===== config.mk =====
export PLATFORM = sky130hd
export DESIGN_NAME = line_interface_power_saving_fsm_core
export DESIGN_NICKNAME = d
export VERILOG_FILES = /design/src/sv/lipsf_pkg.sv /design/src/sv/lipsf_cfg.sv /design/src/sv/lipsf_next.sv /design/src/sv/line_interface_power_saving_fsm_core.sv
export SDC_FILE = /design/constraint.sdc
export NUM_CORES = 1
export LEC_CHECK = 0
export BUFFER_PORTS_ARGS = -buffer_cell sky130_fd_sc_hd__buf_4
export CAP_MARGIN = 10
export CORE_ASPECT_RATIO = 0.75
export CORE_MARGIN = 1
export CORE_UTILIZATION = 43
export CTS_CLUSTER_SIZE = 12
export DETAILED_ROUTE_END_ITERATION = 10
export PLACE_DENSITY = 0.62
export SYNTH_ARGS = -nofsm -noshare
export SYNTH_HDL_FRONTEND = slang
export SYNTH_HIERARCHICAL = 1
export SYNTH_SLANG_ARGS = --single-unit

===== constraint.sdc =====
create_clock -name i_clk -period 4.1 [get_ports i_clk]
set_input_delay 0.41 -clock i_clk [delete_from_list [all_inputs] [get_ports i_clk]]
set_output_delay 0.41 -clock i_clk [all_outputs]
set_load 0.1 [all_outputs]

===== src/sv/lipsf_pkg.sv =====
`timescale 1ns / 1ps
`default_nettype none

package lipsf_pkg;

    localparam int TIME_WIDTH_DEF = 32;
    localparam int NOW_WIDTH      = 32;
    localparam int DUR_WIDTH      = 16;
    localparam int CFG_IDX_WIDTH  = 2;
    localparam int CFG_DATA_WIDTH = 16;

    // register indexes of the configuration port
    localparam logic [CFG_IDX_WIDTH-1:0] CFG_ENABLE        = 2'd0;
    localparam logic [CFG_IDX_WIDTH-1:0] CFG_WAKE_TIME     = 2'd1;
    localparam logic [CFG_IDX_WIDTH-1:0] CFG_POLL_INTERVAL = 2'd2;
    localparam logic [CFG_IDX_WIDTH-1:0] CFG_SAMPLE_WINDOW = 2'd3;

    localparam logic                 RST_ENABLE        = 1'b0;
    localparam logic [DUR_WIDTH-1:0] RST_WAKE_TIME     = 16'd100;
    localparam logic [DUR_WIDTH-1:0] RST_POLL_INTERVAL = 16'd1000;
    localparam logic [DUR_WIDTH-1:0] RST_SAMPLE_WINDOW = 16'd100;

    localparam logic REQ_UPDATE = 1'b0;
    localparam logic REQ_WAKE   = 1'b1;

    // power state codes as seen on the result port
    localparam logic [1:0] PS_AWAKE  = 2'd0;
    localparam logic [1:0] PS_DOWN   = 2'd1;
    localparam logic [1:0] PS_WAKING = 2'd2;
    localparam logic [1:0] PS_POLL   = 2'd3;

    typedef enum logic [3:0] {
        S_AWAKE  = 4'b0001,
        S_DOWN   = 4'b0010,
        S_WAKING = 4'b0100,
        S_POLL   = 4'b1000
    } t_pstate;

    typedef struct packed {
        logic                 enable;
        logic [DUR_WIDTH-1:0] wake_time;
        logic [DUR_WIDTH-1:0] poll_interval;
        logic [DUR_WIDTH-1:0] sample_window;
    } t_cfg;

    typedef struct packed {
        t_pstate state;
        logic    load;
    } t_step;

    function automatic logic [1:0] state_code(t_pstate s);
        logic [1:0] c;
        c = PS_AWAKE;
        unique case (s)
            S_AWAKE:  c = PS_AWAKE;
            S_DOWN:   c = PS_DOWN;
            S_WAKING: c = PS_WAKING;
            S_POLL:   c = PS_POLL;
            default:  c = PS_AWAKE;
        endcase
        return c;
    endfunction

endpackage

`default_nettype wire


===== src/sv/lipsf_cfg.sv =====
`timescale 1ns / 1ps
`default_nettype none

module lipsf_cfg (
    input  wire logic                                i_clk,
    input  wire logic                                i_rst_n,
    input  wire logic                                i_cfg_we,
    input  wire logic [lipsf_pkg::CFG_IDX_WIDTH-1:0]  i_cfg_index,
    input  wire logic [lipsf_pkg::CFG_DATA_WIDTH-1:0] i_cfg_data,
    output lipsf_pkg::t_cfg                          o_cfg
);
    import lipsf_pkg::*;

    t_cfg r_cfg;

    always_ff @(posedge i_clk) begin
        if (!i_rst_n) begin
            r_cfg.enable        <= RST_ENABLE;
            r_cfg.wake_time     <= RST_WAKE_TIME;
            r_cfg.poll_interval <= RST_POLL_INTERVAL;
            r_cfg.sample_window <= RST_SAMPLE_WINDOW;
        end else if (i_cfg_we) begin
            unique case (i_cfg_index)
                CFG_ENABLE:        r_cfg.enable        <= i_cfg_data[0];
                CFG_WAKE_TIME:     r_cfg.wake_time     <= i_cfg_data[DUR_WIDTH-1:0];
                CFG_POLL_INTERVAL: r_cfg.poll_interval <= i_cfg_data[DUR_WIDTH-1:0];
                CFG_SAMPLE_WINDOW: r_cfg.sample_window <= i_cfg_data[DUR_WIDTH-1:0];
                default: ;
            endcase
        end
    end

    assign o_cfg = r_cfg;

endmodule

`default_nettype wire


===== src/sv/lipsf_next.sv =====
`timescale 1ns / 1ps
`default_nettype none

module lipsf_next #(
    parameter int TIME_WIDTH = lipsf_pkg::TIME_WIDTH_DEF
) (
    input  wire lipsf_pkg::t_cfg                 i_cfg,
    input  wire lipsf_pkg::t_pstate              i_state,
    input  wire logic [TIME_WIDTH-1:0]            i_changed_at,
    input  wire logic                            i_req_type,
    input  wire logic [TIME_WIDTH-1:0]            i_now,
    input  wire logic                            i_must_stay_awake,
    input  wire logic                            i_off_hook,
    output lipsf_pkg::t_step                     o_step
);
    import lipsf_pkg::*;

    logic [TIME_WIDTH-1:0] elapsed;
    logic                  wake_done;
    logic                  poll_done;
    logic                  window_done;
    t_step                 step;

    // wrapping elapsed time since the last state change
    assign elapsed     = i_now - i_changed_at;
    assign wake_done   = elapsed >= TIME_WIDTH'(i_cfg.wake_time);
    assign poll_done   = elapsed >= TIME_WIDTH'(i_cfg.poll_interval);
    assign window_done = elapsed >= TIME_WIDTH'(i_cfg.sample_window);

    always_comb begin
        step.state = i_state;
        step.load  = 1'b0;
        if (i_req_type == REQ_WAKE) begin
            unique case (i_state)
                S_DOWN:  step = '{state: S_WAKING, load: 1'b1};
                S_POLL:  step = '{state: S_AWAKE,  load: 1'b1};
                default: ;
            endcase
        end else if (!i_cfg.enable) begin
            // disabled: only move back towards awake
            unique case (i_state)
                S_DOWN:   step = '{state: S_WAKING, load: 1'b1};
                S_WAKING,
                S_POLL: begin
                    if (wake_done) step = '{state: S_AWAKE, load: 1'b1};
                end
                default: ;
            endcase
        end else if (i_must_stay_awake || i_off_hook) begin
            unique case (i_state)
                S_DOWN:   step = '{state: S_WAKING, load: 1'b1};
                S_WAKING: begin
                    if (wake_done) step = '{state: S_AWAKE, load: 1'b1};
                end
                S_POLL:   step = '{state: S_AWAKE, load: 1'b1};
                default: ;
            endcase
        end else begin
            unique case (i_state)
                S_AWAKE:  step = '{state: S_DOWN, load: 1'b1};
                S_DOWN: begin
                    if (poll_done) step = '{state: S_WAKING, load: 1'b1};
                end
                S_WAKING: begin
                    if (wake_done) step = '{state: S_POLL, load: 1'b1};
                end
                S_POLL: begin
                    if (window_done) step = '{state: S_DOWN, load: 1'b1};
                end
                default: ;
            endcase
        end
    end

    assign o_step = step;

endmodule

`default_nettype wire


===== src/sv/line_interface_power_saving_fsm_core.sv =====
`timescale 1ns / 1ps
`default_nettype none

// channel  | valid        | stall        | payload
// ---------+--------------+--------------+-------------------------------------------
// input    | i_in_valid   | o_in_stall   | i_req_type i_now_ms i_must_stay_awake i_off_hook
// result   | o_out_valid  | i_out_stall  | o_power_state o_power_down_driven o_hook_valid
// config   | i_cfg_we     | (none)       | i_cfg_index i_cfg_data
//
// one item per cycle unless the result stalls; an input transfer is registered
// in the input register, then goes through next-state logic into the result register
// the power state and change time are updated as an item enters the result register
// i_rst_n is synchronous; it clears both valid flags and resets the state and the config
// a stalled result holds and the input register backs up behind it

module line_interface_power_saving_fsm_core #(
    parameter int TIME_WIDTH = lipsf_pkg::TIME_WIDTH_DEF
) (
    input  wire logic                                i_clk,
    input  wire logic                                i_rst_n,
    input  wire logic                                i_in_valid,
    output logic                                     o_in_stall,
    input  wire logic                                i_req_type,
    input  wire logic [lipsf_pkg::NOW_WIDTH-1:0]      i_now_ms,
    input  wire logic                                i_must_stay_awake,
    input  wire logic                                i_off_hook,
    output logic                                     o_out_valid,
    input  wire logic                                i_out_stall,
    output logic [1:0]                               o_power_state,
    output logic                                     o_power_down_driven,
    output logic                                     o_hook_valid,
    input  wire logic                                i_cfg_we,
    input  wire logic [lipsf_pkg::CFG_IDX_WIDTH-1:0]  i_cfg_index,
    input  wire logic [lipsf_pkg::CFG_DATA_WIDTH-1:0] i_cfg_data
);
    import lipsf_pkg::*;

    t_cfg                  cfg;
    t_step                 step;
    logic [TIME_WIDTH-1:0] now_t;
    logic                  out_ready;
    logic                  in_ready;
    logic                  advance;

    logic                  r_in_valid;
    logic                  r_in_req;
    logic [NOW_WIDTH-1:0]  r_in_now;
    logic                  r_in_stay;
    logic                  r_in_hook;

    t_pstate               r_state;
    logic [TIME_WIDTH-1:0] r_changed_at;

    logic                  r_out_valid;
    logic [1:0]            r_out_state;
    logic                  r_out_pd;
    logic                  r_out_hv;

    lipsf_cfg u_cfg (
        .i_clk       (i_clk),
        .i_rst_n     (i_rst_n),
        .i_cfg_we    (i_cfg_we),
        .i_cfg_index (i_cfg_index),
        .i_cfg_data  (i_cfg_data),
        .o_cfg       (cfg)
    );

    // time taken modulo 2^TIME_WIDTH
    generate
        if (TIME_WIDTH > NOW_WIDTH) begin : g_wide
            assign now_t = {{(TIME_WIDTH-NOW_WIDTH){1'b0}}, r_in_now};
        end else begin : g_narrow
            assign now_t = r_in_now[TIME_WIDTH-1:0];
        end
    endgenerate

    lipsf_next #(
        .TIME_WIDTH (TIME_WIDTH)
    ) u_next (
        .i_cfg             (cfg),
        .i_state           (r_state),
        .i_changed_at      (r_changed_at),
        .i_req_type        (r_in_req),
        .i_now             (now_t),
        .i_must_stay_awake (r_in_stay),
        .i_off_hook        (r_in_hook),
        .o_step            (step)
    );

    assign out_ready  = !r_out_valid || !i_out_stall;
    assign advance    = r_in_valid && out_ready;
    assign in_ready   = !r_in_valid || out_ready;
    assign o_in_stall = !in_ready;

    always_ff @(posedge i_clk) begin
        if (!i_rst_n) begin
            r_in_valid <= 1'b0;
        end else if (in_ready) begin
            r_in_valid <= i_in_valid;
        end
    end

    always_ff @(posedge i_clk) begin
        if (in_ready && i_in_valid) begin
            r_in_req  <= i_req_type;
            r_in_now  <= i_now_ms;
            r_in_stay <= i_must_stay_awake;
            r_in_hook <= i_off_hook;
        end
    end

    always_ff @(posedge i_clk) begin
        if (!i_rst_n) begin
            r_state      <= S_AWAKE;
            r_changed_at <= '0;
        end else if (advance && step.load) begin
            r_state      <= step.state;
            r_changed_at <= now_t;
        end
    end

    always_ff @(posedge i_clk) begin
        if (!i_rst_n) begin
            r_out_valid <= 1'b0;
        end else if (out_ready) begin
            r_out_valid <= r_in_valid;
        end
    end

    always_ff @(posedge i_clk) begin
        if (advance) begin
            r_out_state <= state_code(step.state);
            r_out_pd    <= (step.state == S_DOWN);
            r_out_hv    <= (step.state == S_AWAKE) || (step.state == S_POLL);
        end
    end

    assign o_out_valid         = r_out_valid;
    assign o_power_state       = r_out_state;
    assign o_power_down_driven = r_out_pd;
    assign o_hook_valid        = r_out_hv;

endmodule

`default_nettype wire

### Word-level counts from Yosys, hierarchy flattened

Index checks and enable logic that the tools add are counted.

| cells by class | value |
|---|---|
| reductions and logical operators | 17 |
| equality and inequality tests | 11 |
| multiplexer cells | 12 |
| add/sub/neg operators | 1 |
| magnitude comparators | 3 |

Operators by type and width:

| cell | number |
|---|---|
| $ge 32x16->1 | 3 |
| $mux 5 | 7 |
| $sub 32x32->32 | 1 |
| $pmux 5 s2 | 2 |
| $pmux 5 s4 | 1 |
| $pmux 5 s3 | 1 |
| $eq 4x1->1 const B | 2 |
| $eq 4x2->1 const B | 2 |
| $eq 4x3->1 const B | 2 |
| $eq 4x4->1 const B | 2 |
| $reduce_and 2->1 | 4 |
| $pmux 2 s3 | 1 |
| $eq 2x2->1 const B | 2 |
| $logic_not 1->1 | 4 |
| $logic_or 1x1->1 | 4 |
| $logic_and 1x1->1 | 3 |
| $eq 2x1->1 const B | 1 |
| $logic_not 2->1 | 1 |
| $reduce_or 2->1 | 1 |

| storage, ports and cells | value |
|---|---|
| input port bits | 58 |
| register bits after elaboration | 126 |
| word-level logic and storage cells | 59 |
| output and inout port bits | 6 |

### Depth between registers and ports, before layout

| depth | value |
|---|---|
| depth after elaboration | 9 |
| gate-level depth with buffers | 26 |
| depth with buffers taken out | 24 |

### Cells and area by module

Netlist, hierarchy kept.

By module, submodules not included:

| module | seq. area each (um2) | area an instance (um2) | cells each | times used |
|---|---|---|---|---|
| lipsf_next | 0.0 | 3,657.3 | 561 | 1 |
| line_interface_power_saving_fsm_core | 1,931.9 | 2,783.9 | 212 | 1 |
| lipsf_cfg | 980.9 | 1,940.6 | 188 | 1 |

### Worst setup path after synthesis

OpenSTA, ideal clock, no wires.

| timing | value |
|---|---|
| kind | flip-flop to flip-flop |
| start point | register r_in_now[4] (netlist: now_t[4]) |
| end point | register r_out_state[1] (netlist: o_power_state[1]), data pin |
| arrival time | 4.004 ns |
| library setup time | 0.280 ns |
| path slack | -0.184 ns |
| period minus slack after synthesis | 4.284 ns |
| stages on the path, launching flop included | 18 |
| buffers on the path | 0 |
| required time | 3.820 ns |
| path through | edfxtp_1 > ha_1 > o211ai_1 > a211oi_1 > nor2_1 > o41ai_1 > xor2_1 > ha_1 > a21o_1 > a21o_1 > a211oi_1 > o21ai_0 > nor2_1 > a22oi_1 > and2_1 > a211oi_1 > xnor2_1 > nor3_1 |

RTL lines:

| what | line | text |
|---|---|---|
| start: declaration | line_interface_power_saving_fsm_core.sv:47 | `logic [NOW_WIDTH-1:0] r_in_now;` |
| start signal: assignment | line_interface_power_saving_fsm_core.sv:106 | `r_in_now <= i_now_ms;` |
| end signal: assignment | line_interface_power_saving_fsm_core.sv:132 | `r_out_state <= state_code(step.state);` |
| end: declaration | line_interface_power_saving_fsm_core.sv:55 | `logic [1:0] r_out_state;` |

==> out/results.tsv <==
stage	metric	value	unit
outcome	outcome	finished, violations left	
outcome	failing checks	setup timing	
routing	Routed Antenna Nets	0	
timing	final hold vios	0	
logic_synthesis	number of synthesized flops with an enable pin	39	
cts	clk slew on worst S/H paths	60	ps
floorplanning	Initial Util	44.6	%
pwr	leakage power	4.60	nW
setup_path	peak fanout along the critical path	10	
routing	first-pass detailed-route iteration total	6	
timing	final setup fails	40	
finish	nets@finish	1266	
cts	CTS tree	done	
finish	Util after Layout	58.4	%
hold_path	Hold Crit Class	in2reg	
timing	Tcrit/Tclk final	107	%
cts	CTS Hold Bufs	0	
floorplanning	IO Pins	64	
placed_design	Placer Congestion	0.960	
floorplanning	Die X	163	um
timing	RSZ-0062 raised after global routing	true	
logic_synthesis	Synth Cell Area	8380	um2
grt	pin count of the biggest net entering global routing	74	
logic_synthesis	count leader, synth	nand2_1	
floorplanning	die height	123	um
logic_synthesis	Syn Area/Cell	8.72	um2
cts	Inserted Clock Buffers	17	
grt	gr ovfl total	0	
logic_synthesis	FF+latch count, synth	126	
grt	first-pass GRT wire length	33600	um
timing	Setup WS post-layout	-276	ps
timing	Worst-Margin Slew	1140	ps
logic_synthesis	Synth top cells by count	nand2_1, inv_1, dfxtp_1	
floorplanning	Die ar.	20100	um2
logic_synthesis	Synth Flop Type	dfxtp_1	
run	max-cap violations	0	
logic_synthesis	Post-synth ARST share	0	%
finish	share of cells above drive strength 1	26.1	%
floorplanning	Core ar.	18800	um2
logic_synthesis	synth top area cells	dfxtp_1, edfxtp_1, ha_1, mux2i_1, nand2_1	
routing	WL final	21100	um
grt	vias in the first global route	6751	
routing	DRC viols	0	
pwr	Power Dens Cells	323	nW/um2
routing	drt via density	5.23	
logic_synthesis	Synth top area share	20.8	%
finish	number of antenna diodes	0	
setup_path	slowest library cell on the worst path	or4_4	
setup_path	Worst setup SP type	flop	
cts	root buffer cell	clkbuf_16	
cts	H-tree Lvls	4	
setup_path	Crit Path Class	reg2reg	
timing	Final Max Tran Viols	0	
routing	Vias	7253	
routing	initial drt markers	521	
logic_synthesis	Synth cell types	76	
setup_path	CP cell instances	ha_4, o211ai_1, a211oi_2, nor2_2, o41ai_4, buf_4, buf_4, a21oi_1, xor2_1, o21ai_1, or4_4, or3_4, o2111ai_4, nand3_2, and2_4, buf_12, buf_12, mux2i_1	
setup_path	reg2reg setup slack	-280	ps
logic_synthesis	post-synth top area cell	dfxtp_1	
setup_path	slowest stage delay, CP	540	ps
grt	Total GRT Usage	21.4	%
cts	CTS Sinks	126	
setup_path	Worst Setup End Kind	flop	
finish	cell area after layout	11000	um2
timing	Final min period	4380	ps
timing	FMAX	229	MHz
placed_design	placed cell area	9700	um2
logic_synthesis	Post-Synthesis Cells	961	
timing	Max Clock Skew	11.4	ps
cts	Clock Path Buffers	2	
logic_synthesis	yosys synthesis warning count	6	
setup_path	data arrival time of the worst path	4680	ps
logic_synthesis	Seq/Total Area, Yosys	34.8	%
pwr	Max VDD drop	0.000246	V
finish	Area Growth Syn to Fin	30.8	%
placed_design	Port Buffers	63	
setup_path	critical path required time	4400	ps
setup_path	worst path bufs/invs	4	
logic_synthesis	Mapped Nets	1099	
routing	WL/cell	15.2	um
setup_path	delay-heaviest family, CP	simple AND/OR/NAND/NOR gates	
grt	initial antenna violation count	0	
placed_design	hpwl dp	15300	um
cts	clk_lat worst skew	420	ps
timing	Setup TNS	-9220	ps
timing	Rel. slew slack	23.7	%
floorplanning	row count	43	
[cells by family (layout without fill, tap and decap cells)]
kind of cell,Yosys count,count (layout),synth area share [%]
compound gates,187,187,14.5
xor+xnor,24,24,2.51
fa+ha+maj,80,80,12.0
buf+inv,133,313,7.64
flops,126,126,34.8
mux,82,82,9.82
simple gates,329,329,18.7
[cell type report]
class | count | area [um2]
tap | 247 | 309
multi-input combinational | 702 | 5280
clock inverter | 14 | 141
sequential | 126 | 2910
inverter | 95 | 357
fill | 1638 | 7810
clock buffer | 18 | 439
timing repair buffer | 186 | 1530
[report_power, final]
part | internal (mW) | switching, mW
Clock | 0.908 | 0.579
Sequential | 1.33 | 0.0253
Combinational | 0.331 | 0.367
Total | 2.57 | 0.971
[registers in the layout (all words and copies together) (netlist names)]
name,cells
u_cfg/o_cfg,49
r_changed_at,32
o_out_valid,1
now_t,32
o_power_down_driven,1
r_in_hook,1
r_in_valid,1
r_state,4
o_hook_valid,1
r_in_req,1
r_in_stay,1
o_power_state,2
[metrics by stage]
step	total power, mW	worst slack, ps	hold slack [ps]	instances
6_report	3.54	-276	157	1388
2_1_floorplan	1.75	43.7	434	961
3_5_place_dp	1.99	-362	447	1334
4_1_cts	3.52	-193	145	1373
5_1_grt	3.71	-428	140	1388
3_3_place_gp	1.99	-293	442	1334
[repair_timing]
action,4_1_cts,5_1_grt
setup endpoints to repair,40,40
pin swaps,26,43
gates cloned,2,1
resized for setup,46,46
buffers inserted,5,16
[final timing paths]
| path | startpoint | depth (start not counted) | endpoint |
|---|---|---|---|
| hold reg to reg | r_changed_at[24] | 2 | r_changed_at[24] |
| hold / removal | i_now_ms[24] | 1 | now_t[24] |
| setup / recovery | now_t[3] | 18 | r_changed_at[2] |
| setup reg to reg | now_t[3] | 18 | r_changed_at[2] |
[layout by cell type, fill, tap and decap left out, types with 16 or more instances in the layout]
master	n
nor2_1	44
inv_1	94
mux2i_1	79
edfxtp_1	39
a21oi_1	41
a21o_1	16
buf_4	176
o21ai_0	22
nor3_1	18
ha_1	70
nand2_1	166
dfxtp_1	86
clkbuf_16	18
[per-layer routing]
metal	vias up	global-route usage [%]	wire length, um
met2	178	31.8	8860
met1	3366	31.8	11100
met3	18	3.89	939
met5	-	0	0
met4	0	5.49	205
li1	3691	-	-
No activity file was read; power rests on OpenSTA's default activity.
